## src/hw/rtl/stk_pkg.sv

```systemverilog
`default_nettype none

package stk_pkg;

  localparam int STACK_DEPTH = 64;
  localparam int ADDR_W      = $clog2(STACK_DEPTH);
  localparam int PTR_W       = ADDR_W + 1;
  localparam int VAR_COUNT   = 26;
  localparam int VIDX_W      = 5;
  localparam int VAL_W       = 64;
  localparam int TAG_W       = 2;
  localparam int WORD_W      = VAL_W + TAG_W;
  localparam int OP_W        = 3;
  localparam int ST_W        = 2;

  // request codes
  localparam logic [OP_W-1:0] OP_PUSH  = 3'd0;
  localparam logic [OP_W-1:0] OP_DROP  = 3'd1;
  localparam logic [OP_W-1:0] OP_DUP   = 3'd2;
  localparam logic [OP_W-1:0] OP_SWAP  = 3'd3;
  localparam logic [OP_W-1:0] OP_ROT   = 3'd4;
  localparam logic [OP_W-1:0] OP_PICK  = 3'd5;
  localparam logic [OP_W-1:0] OP_LOAD  = 3'd6;
  localparam logic [OP_W-1:0] OP_STORE = 3'd7;

  // status codes
  localparam logic [ST_W-1:0] ST_OK  = 2'd0;
  localparam logic [ST_W-1:0] ST_OVF = 2'd1;
  localparam logic [ST_W-1:0] ST_UNF = 2'd2;

  // memory address select
  localparam logic [2:0] AS_SP   = 3'd0;
  localparam logic [2:0] AS_SP1  = 3'd1;
  localparam logic [2:0] AS_SP2  = 3'd2;
  localparam logic [2:0] AS_SP3  = 3'd3;
  localparam logic [2:0] AS_PICK = 3'd4;

  // memory write data select
  localparam logic [1:0] WD_NEW   = 2'd0;
  localparam logic [1:0] WD_TOS   = 2'd1;
  localparam logic [1:0] WD_RDATA = 2'd2;

  // top-of-stack register select
  localparam logic [1:0] TS_HOLD  = 2'd0;
  localparam logic [1:0] TS_NEW   = 2'd1;
  localparam logic [1:0] TS_RDATA = 2'd2;
  localparam logic [1:0] TS_A     = 2'd3;

  // stack pointer update
  localparam logic [1:0] SP_HOLD = 2'd0;
  localparam logic [1:0] SP_INC  = 2'd1;
  localparam logic [1:0] SP_DEC  = 2'd2;

  typedef struct packed {
    logic            req_ld;
    logic            mem_rd;
    logic            mem_wr;
    logic [2:0]      addr_sel;
    logic [1:0]      wd_sel;
    logic [1:0]      tos_sel;
    logic            a_ld;
    logic [1:0]      sp_op;
    logic            var_wr;
    logic            stat_ld;
    logic [ST_W-1:0] stat;
    logic            out_ld;
  } stk_cmd_t;

  typedef struct packed {
    logic [OP_W-1:0] op;
    logic            lt1;
    logic            lt2;
    logic            lt3;
    logic            full;
    logic            n_neg;
    logic            pick_under;
    logic            out_free;
  } stk_sts_t;

endpackage

`default_nettype wire

```

## src/hw/rtl/stk_ctrl.sv

```systemverilog
`default_nettype none

module stk_ctrl import stk_pkg::*; (
  input  wire logic     clk,
  input  wire logic     rst_n,
  input  wire logic     in_valid,
  output logic          in_ready,
  input  wire stk_sts_t sts,
  output stk_cmd_t      cmd
);

  localparam logic [3:0] S_IDLE  = 4'd0;
  localparam logic [3:0] S_EXEC  = 4'd1;
  localparam logic [3:0] S_LDTOS = 4'd2;
  localparam logic [3:0] S_SW1   = 4'd3;
  localparam logic [3:0] S_WRTOP = 4'd4;
  localparam logic [3:0] S_RT1   = 4'd5;
  localparam logic [3:0] S_RT2   = 4'd6;
  localparam logic [3:0] S_RT3   = 4'd7;
  localparam logic [3:0] S_OUT   = 4'd8;

  logic [3:0] state_r, state_nxt;
  logic       pk_r, pk_nxt;

  assign in_ready = (state_r == S_IDLE);

  always_comb begin
    cmd       = '0;
    state_nxt = state_r;
    pk_nxt    = pk_r;
    unique case (state_r)
      S_IDLE: begin
        if (in_valid) begin
          cmd.req_ld = 1'b1;
          state_nxt  = S_EXEC;
        end
      end
      S_EXEC: begin
        cmd.stat_ld = 1'b1;
        cmd.stat    = ST_OK;
        pk_nxt      = 1'b0;
        state_nxt   = S_OUT;
        unique case (sts.op)
          OP_PUSH, OP_LOAD: begin
            if (sts.full) begin
              cmd.stat = ST_OVF;
            end else begin
              cmd.mem_wr   = 1'b1;
              cmd.addr_sel = AS_SP;
              cmd.wd_sel   = WD_NEW;
              cmd.tos_sel  = TS_NEW;
              cmd.sp_op    = SP_INC;
            end
          end
          OP_DROP: begin
            if (sts.lt1) begin
              cmd.stat = ST_UNF;
            end else begin
              cmd.mem_rd   = 1'b1;
              cmd.addr_sel = AS_SP2;
              cmd.sp_op    = SP_DEC;
              state_nxt    = S_LDTOS;
            end
          end
          OP_DUP: begin
            if (sts.lt1) begin
              cmd.stat = ST_UNF;
            end else if (sts.full) begin
              cmd.stat = ST_OVF;
            end else begin
              cmd.mem_wr   = 1'b1;
              cmd.addr_sel = AS_SP;
              cmd.wd_sel   = WD_TOS;
              cmd.sp_op    = SP_INC;
            end
          end
          OP_SWAP: begin
            if (sts.lt2) begin
              cmd.stat = ST_UNF;
            end else begin
              cmd.mem_rd   = 1'b1;
              cmd.addr_sel = AS_SP2;
              state_nxt    = S_SW1;
            end
          end
          OP_ROT: begin
            if (sts.lt3) begin
              cmd.stat = ST_UNF;
            end else begin
              cmd.mem_rd   = 1'b1;
              cmd.addr_sel = AS_SP3;
              state_nxt    = S_RT1;
            end
          end
          OP_PICK: begin
            priority if (sts.lt1) begin
              cmd.stat = ST_UNF;
            end else if (sts.n_neg) begin
              // negative count: pop only
              cmd.mem_rd   = 1'b1;
              cmd.addr_sel = AS_SP2;
              cmd.sp_op    = SP_DEC;
              state_nxt    = S_LDTOS;
            end else if (sts.pick_under) begin
              cmd.stat = ST_UNF;
            end else begin
              cmd.mem_rd   = 1'b1;
              cmd.addr_sel = AS_PICK;
              pk_nxt       = 1'b1;
              state_nxt    = S_LDTOS;
            end
          end
          OP_STORE: begin
            if (sts.lt1) begin
              cmd.stat = ST_UNF;
            end else begin
              cmd.var_wr = 1'b1;
            end
          end
          default: begin
            cmd.stat = ST_OK;
          end
        endcase
      end
      S_LDTOS: begin
        cmd.tos_sel = TS_RDATA;
        state_nxt   = pk_r ? S_WRTOP : S_OUT;
      end
      S_SW1: begin
        // second word down takes the old top; top takes what was read
        cmd.mem_wr   = 1'b1;
        cmd.addr_sel = AS_SP2;
        cmd.wd_sel   = WD_TOS;
        cmd.tos_sel  = TS_RDATA;
        state_nxt    = S_WRTOP;
      end
      S_WRTOP: begin
        cmd.mem_wr   = 1'b1;
        cmd.addr_sel = AS_SP1;
        cmd.wd_sel   = WD_TOS;
        state_nxt    = S_OUT;
      end
      S_RT1: begin
        cmd.a_ld     = 1'b1;
        cmd.mem_rd   = 1'b1;
        cmd.addr_sel = AS_SP2;
        state_nxt    = S_RT2;
      end
      S_RT2: begin
        cmd.mem_wr   = 1'b1;
        cmd.addr_sel = AS_SP3;
        cmd.wd_sel   = WD_RDATA;
        state_nxt    = S_RT3;
      end
      S_RT3: begin
        cmd.mem_wr   = 1'b1;
        cmd.addr_sel = AS_SP2;
        cmd.wd_sel   = WD_TOS;
        cmd.tos_sel  = TS_A;
        state_nxt    = S_WRTOP;
      end
      S_OUT: begin
        if (sts.out_free) begin
          cmd.out_ld = 1'b1;
          state_nxt  = S_IDLE;
        end
      end
      default: begin
        state_nxt = S_IDLE;
      end
    endcase
  end

  always_ff @(posedge clk) begin
    if (!rst_n) begin
      state_r <= S_IDLE;
      pk_r    <= 1'b0;
    end else begin
      state_r <= state_nxt;
      pk_r    <= pk_nxt;
    end
  end

endmodule

`default_nettype wire

```

## config.mk

```make
export PLATFORM = sky130hd
export DESIGN_NAME = stk_ctrl
export DESIGN_NICKNAME = d
export VERILOG_FILES = /design/src/hw/rtl/stk_pkg.sv /design/src/hw/rtl/stk_ctrl.sv
export SDC_FILE = /design/constraint.sdc
export NUM_CORES = 1
export LEC_CHECK = 0
export BUFFER_PORTS_ARGS = -buffer_cell sky130_fd_sc_hd__buf_2
export CORE_AREA = 2 2 43 45
export CTS_CLUSTER_DIAMETER = 200
export DETAILED_ROUTE_END_ITERATION = 8
export DIE_AREA = 0 0 45 47
export GPL_TIMING_DRIVEN = 0
export MAX_ROUTING_LAYER = met4
export PLACE_DENSITY = 0.72
export SLEW_MARGIN = 20
export SYNTH_ARGS = -nofsm -noshare
export SYNTH_HDL_FRONTEND = slang
export SYNTH_SLANG_ARGS = --single-unit
```

## constraint.sdc

```tcl
create_clock -name clk -period 1.76 [get_ports clk]
set_input_delay 0.088 -clock clk [delete_from_list [all_inputs] [get_ports clk]]
set_output_delay 0.088 -clock clk [all_outputs]
set_load 0.02 [all_outputs]
```

# Word-level counts from Yosys, hierarchy flattened
# Index checks and enable logic that the tools add are counted.
# Widths: inputs -> output; s select.
# op_classes
mux	61
n_reduce_logical	10
eq_ne	17
# ops
cell	count
$mux 4	9
$pmux 4 s8	1
$mux 2	15
$mux 6	3
$pmux 3 s6	1
$mux 1	17
$eq 4x3->1 const B	4
$pmux 4 s4	1
$eq 3x3->1 const B	4
$pmux 2 s3	2
$pmux 2 s6	1
$pmux 3 s4	1
$mux 3	3
$eq 4x2->1 const B	2
$mux 8	1
$pmux 2 s4	1
$reduce_or 2->1	4
$eq 3x2->1 const B	2
$pmux 1 s2	3
$reduce_or 3->1	2
$eq 4x1->1 const B	1
$eq 4x4->1 const B	1
$logic_not 4->1	1
$ne 2x2->1 const B	2
6 further kinds	6
# totals
inputBits	13
register_bits	5
elab_cells	90

# Depth between registers and ports, before layout
# Gate-level depths: netlist (run 1).
# logic_depth
word_depth	5
ltp_mapped	7
depth_no_buf	5

# Worst setup path before layout (run 1)
# OpenSTA, ideal clock, no wires.
# synth_timing
path_kind	register -> output
from	reg state_r[2]
to	out cmd[2] in the netlist's numbering
arrival_time_ns	1.981
required_time_ns	1.672
path_stages_with_launch	8
path_slack_ns	-0.309
path_cell_list	dfxtp_1 > buf_6 > or2_4 > or2_1 > buf_6 > inv_1 > nand2_1 > nor4_1
# synth_lines
element	line	source
start: declaration	stk_ctrl.sv:22	logic [3:0] state_r, state_nxt;
start signal: assignment	stk_ctrl.sv:179	state_r <= state_nxt;
end: declaration	stk_ctrl.sv:9	output stk_cmd_t cmd

==> results of run 1 <==
==> worst max-delay path, cell delays in order (launching register included) <==
cell	delay, ps
dfxtp_4	340
or2_4	240
or2_4	250
or3_4	420
o32ai_4	240
buf_6	160
==> metrics by stage <==
stage / power [mW] / setup TNS, ps / util (%) / hold slack [ps] / area, um^2
after detailed placement: 0.303 / -357 / 50.9 / 328 / 841
after global placement: 0.300 / -335 / 50.9 / 322 / 841
after global routing: 0.525 / -1610 / 63.4 / 91.3 / 1050
after floorplan: 0.247 / -188 / - / 205 / 669
final: 0.502 / -1010 / 63.4 / 65.2 / 1050
after CTS: 0.485 / -1330 / 59.8 / 64.1 / 987
==> cells in the final DEF, fill, tap and decap left out, types with 4 or more instances in the layout <==
cell and count:
nor2_1 6, nor3_1 8, nand2_1 4, buf_4 13, inv_1 4, buf_2 20
nor2b_1 5, buf_6 9, a21oi_1 5, nand2b_1 4
==> routing by layer <==
metal | part of all wire [%] | track usage [%] | vias to the layer above
met5 | 0 | - | -
met4 | 2.8 | 7.06 | 0
met1 | 40 | 23.5 | 362
met3 | 6.7 | 1.92 | 6
met2 | 50 | 37.1 | 32
li1 | - | - | 407
==> cell type report <==
type / count / share of cell area (%)
multi-input cells: 71 / 53.5
repair buffers: 41 / 27.5
flip-flops and latches: 5 / 10.4
clock buffers: 4 / 2.51
inverters: 5 / 2.27
well taps: 17 / 2.03
plain buffers: 3 / 1.79
==> cells by family (layout without fill, tap and decap cells) <==
| kind of cell | Yosys count | count (layout) | share of synthesized area (%) |
|---|---|---|---|
| compound gates | 24 | 24 | 30.2 |
| simple gates | 46 | 46 | 42.7 |
| mux | 1 | 1 | 1.59 |
| flops | 5 | 5 | 15.9 |
| buf+inv | 10 | 53 | 9.54 |
==> registers in the layout (all words and copies together) (netlist names) <==
| signal | count |
|---|---|
| state_r | 4 |
| pk_r | 1 |
==> power by group <==
part	internal (mW)	total (mW)	leakage, nW	switching [mW]
logic	0.107	0.237	0.398	0.130
registers	0.117	0.124	0.0426	0.00718
clock network	0.0862	0.141	0.0150	0.0548
total	0.310	0.502	0.456	0.192
==> worst min path at each step <==
stage / to / cells past startpoint / start / slack [ps]
floorplan: pk_r$_SDFFE_PN0P_ / 1 / rst_n / 210
global placement: pk_r$_SDFFE_PN0P_ / 2 / rst_n / 320
detailed placement: pk_r$_SDFFE_PN0P_ / 2 / rst_n / 330
CTS: pk_r$_SDFFE_PN0P_ / 2 / rst_n / 60
global route: pk_r$_SDFFE_PN0P_ / 2 / rst_n / 90
finish: pk_r$_SDFFE_PN0P_ / 2 / rst_n / 70
==> repair_timing <==
item                                    4_1_cts  5_1_grt
gates cloned                                  0        0
hold endpoints to repair                      0        0
pin swaps                                    10        5
endpoints found under the setup margin        8       12
resized for setup                            23       14
setup buffers                                 8        4
==> impl_metrics.env, run 1 <==
export IMPL_cts_clk_slew_worst_paths_ps=40
export IMPL_start_kind="register"
export IMPL_syn_area_um2=629
export IMPL_hpwlAfterDp_mm=1.35
export IMPL_yosysTopAreaCell="dfxtp_1"
export IMPL_insertion_delay_ps=250
export IMPL_post_place_ws_ps=-207
export IMPL_vias=807
export IMPL_synthDominantCellAreaShare_pct=15.9
export IMPL_reg2reg_setup_slack_ps=10
export IMPL_rsz0062_at_grt="yes"
export IMPL_cts_made_buffers=3
export IMPL_avgRoutedWirePerCell_um=14.8
export IMPL_die_y_um=47
export IMPL_fin_crit_sh_pct=113
export IMPL_clk_root_buffer_cell="clkbuf_4"
export IMPL_power_density_nw_per_um2=479
export IMPL_worstRegToRegCells=7
export IMPL_hold_viol=0
export IMPL_place_inst=133
export IMPL_max_freq_mhz=502
export IMPL_critPathRequiredTime_ps=1670
export IMPL_wirelength_mm=2.16
export IMPL_startpoint="state_r[2]$_SDFFE_PN0P_"
export IMPL_cts_htree_levels=1
export IMPL_cap_violations=0
export IMPL_grtUsageTotal_pct=20.5
export IMPL_cts_hold_buffers=0
export IMPL_endpoint="cmd[8]"
export IMPL_grt_pass1_wl_mm=3.11
export IMPL_cts_tree="built"
export IMPL_synthArstFlopShare_pct=0
export IMPL_fin_skew_ps=0.604
export IMPL_overflow=0
export IMPL_dieArea_um2=2120
export IMPL_io_pin_count=32
export IMPL_slew_headroom_pct=38.9
export IMPL_drc=0
export IMPL_multi_input_area_um2=561
export IMPL_final_setup_worst_slack_ps=-234
export IMPL_final_nets=143
export IMPL_worstReg2RegEnd="state_r[3]$_SDFFE_PN0P_"
export IMPL_routed_via_density=5.53
export IMPL_synthTopCellsByCount="9 x nor3_1, 6 x nor2_1"
export IMPL_dr_pass1_iters=4
export IMPL_setup_viol=9
export IMPL_worstReg2RegStart="state_r[2]$_SDFFE_PN0P_"
export IMPL_cp_end_kind="primary output"
export IMPL_power_leakage_nw=0.456
export IMPL_fp_row_count=15
export IMPL_drive_above_1_share_pct=48.8
export IMPL_critPathMaxFanout=3
export IMPL_clkSinkCount=5
export IMPL_io_buffers=30
export IMPL_fin_cells=146
export IMPL_hp_class="in2reg"
export IMPL_synth_nets=99
export IMPL_slew_viol_final=0
export IMPL_synth_cell_types=35
export IMPL_grt_max_degree=11
export IMPL_ir_worst_vdd_uv=342
export IMPL_ant_nets=0
export IMPL_yosysSeqAreaShare_pct=15.9
export IMPL_worst_pin_slew_ps=904
export IMPL_syn_avg_cell_area_um2=7.32
export IMPL_status="finished, violations left"
export IMPL_violations="setup timing"
export IMPL_syn_to_final_growth_pct=66.4
export IMPL_n_antenna_cell=0
export IMPL_drtIter0Drc=17
export IMPL_synthFlopType="dfxtp_1"
export IMPL_synthCells=86
export IMPL_period_needed_ps=1990
export IMPL_ys_ff_latch=5
export IMPL_core_area_um2=1650
export IMPL_initial_core_util_pct=38.1
export IMPL_fillCellCount=145
export IMPL_grt_pass1_vias=734
export IMPL_antenna_found_initial=0
export IMPL_cp_arrival_ps=1910
export IMPL_gp_congestion=0.832
export IMPL_yosysMostFrequentCell="nor3_1"
export IMPL_synth_edff_count=0
export IMPL_worstSetupPathType="reg2out"
export IMPL_dieWidth_um=45
export IMPL_seqCellArea_um2=109
export IMPL_synth_area_leaders="dfxtp_1 16%, nor3_1 7.2%, buf_6 5.4%"
export IMPL_yosys_warnings=0
export IMPL_clockBufferDepth=2
(Power assumes the default switching activity.)
==> run 2, diff against run 1 <==
--- a/config.mk
+++ b/config.mk
@@ -13,6 +13,7 @@
 export GPL_TIMING_DRIVEN = 0
 export MAX_ROUTING_LAYER = met4
 export PLACE_DENSITY = 0.72
+export RECOVER_POWER = 100
 export SLEW_MARGIN = 20
 export SYNTH_ARGS = -nofsm -noshare
 export SYNTH_HDL_FRONTEND = slang
==> constraint.sdc (replaced) <==
create_clock -name clk -period 1.76 [get_ports clk]
set_input_delay 0 -clock clk [delete_from_list [all_inputs] [get_ports clk]]
set_output_delay 0 -clock clk [all_outputs]
set_load 0.02 [all_outputs]
==> run 2 against run 1 <==
  * The flow still finishes with violations (setup timing)
  * Global-route usage is 1.1 points lower
  * Critical path depth stayed put
  * Setup slack better by 110 ps
  * Sequential share of layout area is 1.5 points higher
  * Via count is 2.4% lower
  * Fmax is 5.8% higher
  * Routed wire length is 10% lower
  * Utilization is 8.1 points lower
  * Die area stayed put
  * Clock power is 11% lower
  * Critical path type unchanged
  * Critical endpoint is now cmd[10]
  * Highest routed layer unchanged
==> impl_metrics.env, run 2 (synthesis results as in run 1) <==
export IMPL_cts_clk_slew_worst_paths_ps=40
export IMPL_dr_pass1_iters=4
export IMPL_period_needed_ps=1880
export IMPL_fin_crit_sh_pct=107
export IMPL_ir_worst_vdd_uv=381
export IMPL_cap_violations=0
export IMPL_rsz0062_at_grt="yes"
export IMPL_n_antenna_cell=0
export IMPL_cp_top_family="simple AND/OR/NAND/NOR gates"
export IMPL_violations="setup timing"
export IMPL_cp_arrival_ps=1880
export IMPL_fin_skew_ps=2.27
export IMPL_wirelength_mm=1.95
export IMPL_top_layer_used="met4"
export IMPL_final_cell_mix="14 x clkbuf_1, 12 x buf_2, 11 x buf_4"
export IMPL_status="finished, violations left"
export IMPL_initial_core_util_pct=38.1
export IMPL_io_pin_count=32
export IMPL_cts_hold_buffers=0
export IMPL_worstSetupPathDepth=5
export IMPL_gp_congestion=0.849
export IMPL_final_setup_worst_slack_ps=-124
export IMPL_intPower_mw=0.283
export IMPL_grt_pass1_wl_mm=2.90
export IMPL_insertion_delay_ps=230
export IMPL_setup_viol=4
export IMPL_max_freq_mhz=531
export IMPL_worstSetupPathType="reg2out"
export IMPL_dieArea_um2=2120
export IMPL_clockBufferDepth=2
export IMPL_dieWidth_um=45
export IMPL_worstRegToRegCells=5
export IMPL_grt_max_degree=11
export IMPL_clk_root_buffer_cell="clkbuf_4"
export IMPL_top_regs="state_r (4), pk_r (1)"
export IMPL_hpwlAfterDp_mm=1.37
export IMPL_crit_path_top_delay_cell="or3_4"
export IMPL_drive_above_1_share_pct=35.2
export IMPL_die_y_um=47
export IMPL_routed_via_density=5.55
export IMPL_wl_met2_um=949
export IMPL_power_density_nw_per_um2=482
export IMPL_io_buffers=30
export IMPL_whs_path_depth=2
export IMPL_hp_class="in2reg"
export IMPL_seq_power_share_pct=27.8
export IMPL_grtUsageTotal_pct=19.4
export IMPL_clkPwrFrac_pct=28.5
export IMPL_largest_reg_flops=4
export IMPL_cp_end_kind="primary output"
export IMPL_tns_ps=-341
export IMPL_critPathMaxFanout=3
export IMPL_fp_row_count=15
export IMPL_antenna_found_initial=0
export IMPL_drtIter0Drc=10
export IMPL_ant_nets=0
export IMPL_syn_to_final_growth_pct=45.1
export IMPL_path_cells="or2_4, or2_4, or3_4, o32ai_4, buf_6"
export IMPL_hold_viol=0
export IMPL_crit_buf_inv=1
export IMPL_cts_htree_levels=1
export IMPL_worst_pin_slew_ps=873
export IMPL_p_switching_mw=0.157
export IMPL_drc=0
export IMPL_critPathRequiredTime_ps=1760
export IMPL_comb_power_share_pct=43.6
export IMPL_start_kind="register"
export IMPL_p_total_mw=0.440
export IMPL_avgRoutedWirePerCell_um=13.7
export IMPL_crit_top_cell="or2_4"
export IMPL_swShare_pct=35.8
export IMPL_grt_pass1_vias=701
export IMPL_slew_headroom_pct=41.0
export IMPL_core_area_um2=1650
export IMPL_cts_tree="built"
export IMPL_max_stage_delay_ps=390
export IMPL_final_common_cell="clkbuf_1"
export IMPL_post_route_util_pct=55.3
export IMPL_dr_wl_met3_um=102
export IMPL_power_leakage_nw=0.376
export IMPL_vias=788
export IMPL_overflow=0
export IMPL_slew_viol_final=0
export IMPL_wl_met1_um=848
export IMPL_clkSinkCount=5
export IMPL_largest_register="state_r"
export IMPL_cts_made_buffers=3
export IMPL_final_nets=139
==> run 2: routing by layer <==
metal	vias up	GRT usage [%]
li1	393	-
met1	357	21.7
met2	32	33.4
met3	6	3.85
met4	0	8.24
met5	-	-
==> run 2: final timing paths <==
path | from | end | slack, ps
worst min register to register | pk_r$_SDFFE_PN0P_ | state_r[2]$_SDFFE_PN0P_ | 570
worst max-delay path | state_r[1]$_SDFFE_PN0P_ | cmd[10] | -120
worst max register to register | state_r[1]$_SDFFE_PN0P_ | state_r[3]$_SDFFE_PN0P_ | 150
worst min-delay path | rst_n | pk_r$_SDFFE_PN0P_ | 9
==> run 2: stage by stage <==
stage          worst slack (ps)  area (um^2)  hold slack [ps]  instances
2_1_floorplan             -21.0          656             53.9         86
3_3_place_gp              -55.8          827              246        133
3_5_place_dp              -65.2          827              254        133
4_1_cts                    -125          907             3.92        141
5_1_grt                    -182          913             3.65        142
6_report                   -124          913             9.01        142
==> run 2: what timing repair did <==
item | CTS | global route
setup endpoints to repair | 6 | 6
setup buffers | 5 | 2
pin swaps | 4 | 5
resized for setup | 10 | 8
==> run 2: area by class of cell <==
| cell class | count | area, um^2 |
|---|---|---|
| Inverter | 5 | 21.3 |
| Tap cell | 17 | 21.3 |
| Buffer | 3 | 18.8 |
| Sequential cell | 5 | 109 |
| Timing Repair Buffer | 37 | 205 |
| Multi-Input combinational cell | 71 | 512 |
| Fill cell | 173 | 738 |
| Clock buffer | 4 | 26.3 |
==> run 2: worst register-to-register path: cells and delay by family (launching register included) <==
family / cells / cell delay (ps)
flops: 1 / 340
simple gates: 3 / 860
buf+inv: 1 / 150
compound gates: 1 / 190
==> run 2: power by group through the flow <==
stage	sequential (mW)	combinational (mW)	clock, mW
final	0.123	0.192	0.125
after detailed placement	0.127	0.174	0
after global routing	0.123	0.208	0.142
after global placement	0.127	0.170	0
after floorplan	0.125	0.119	0
after CTS	0.123	0.187	0.134
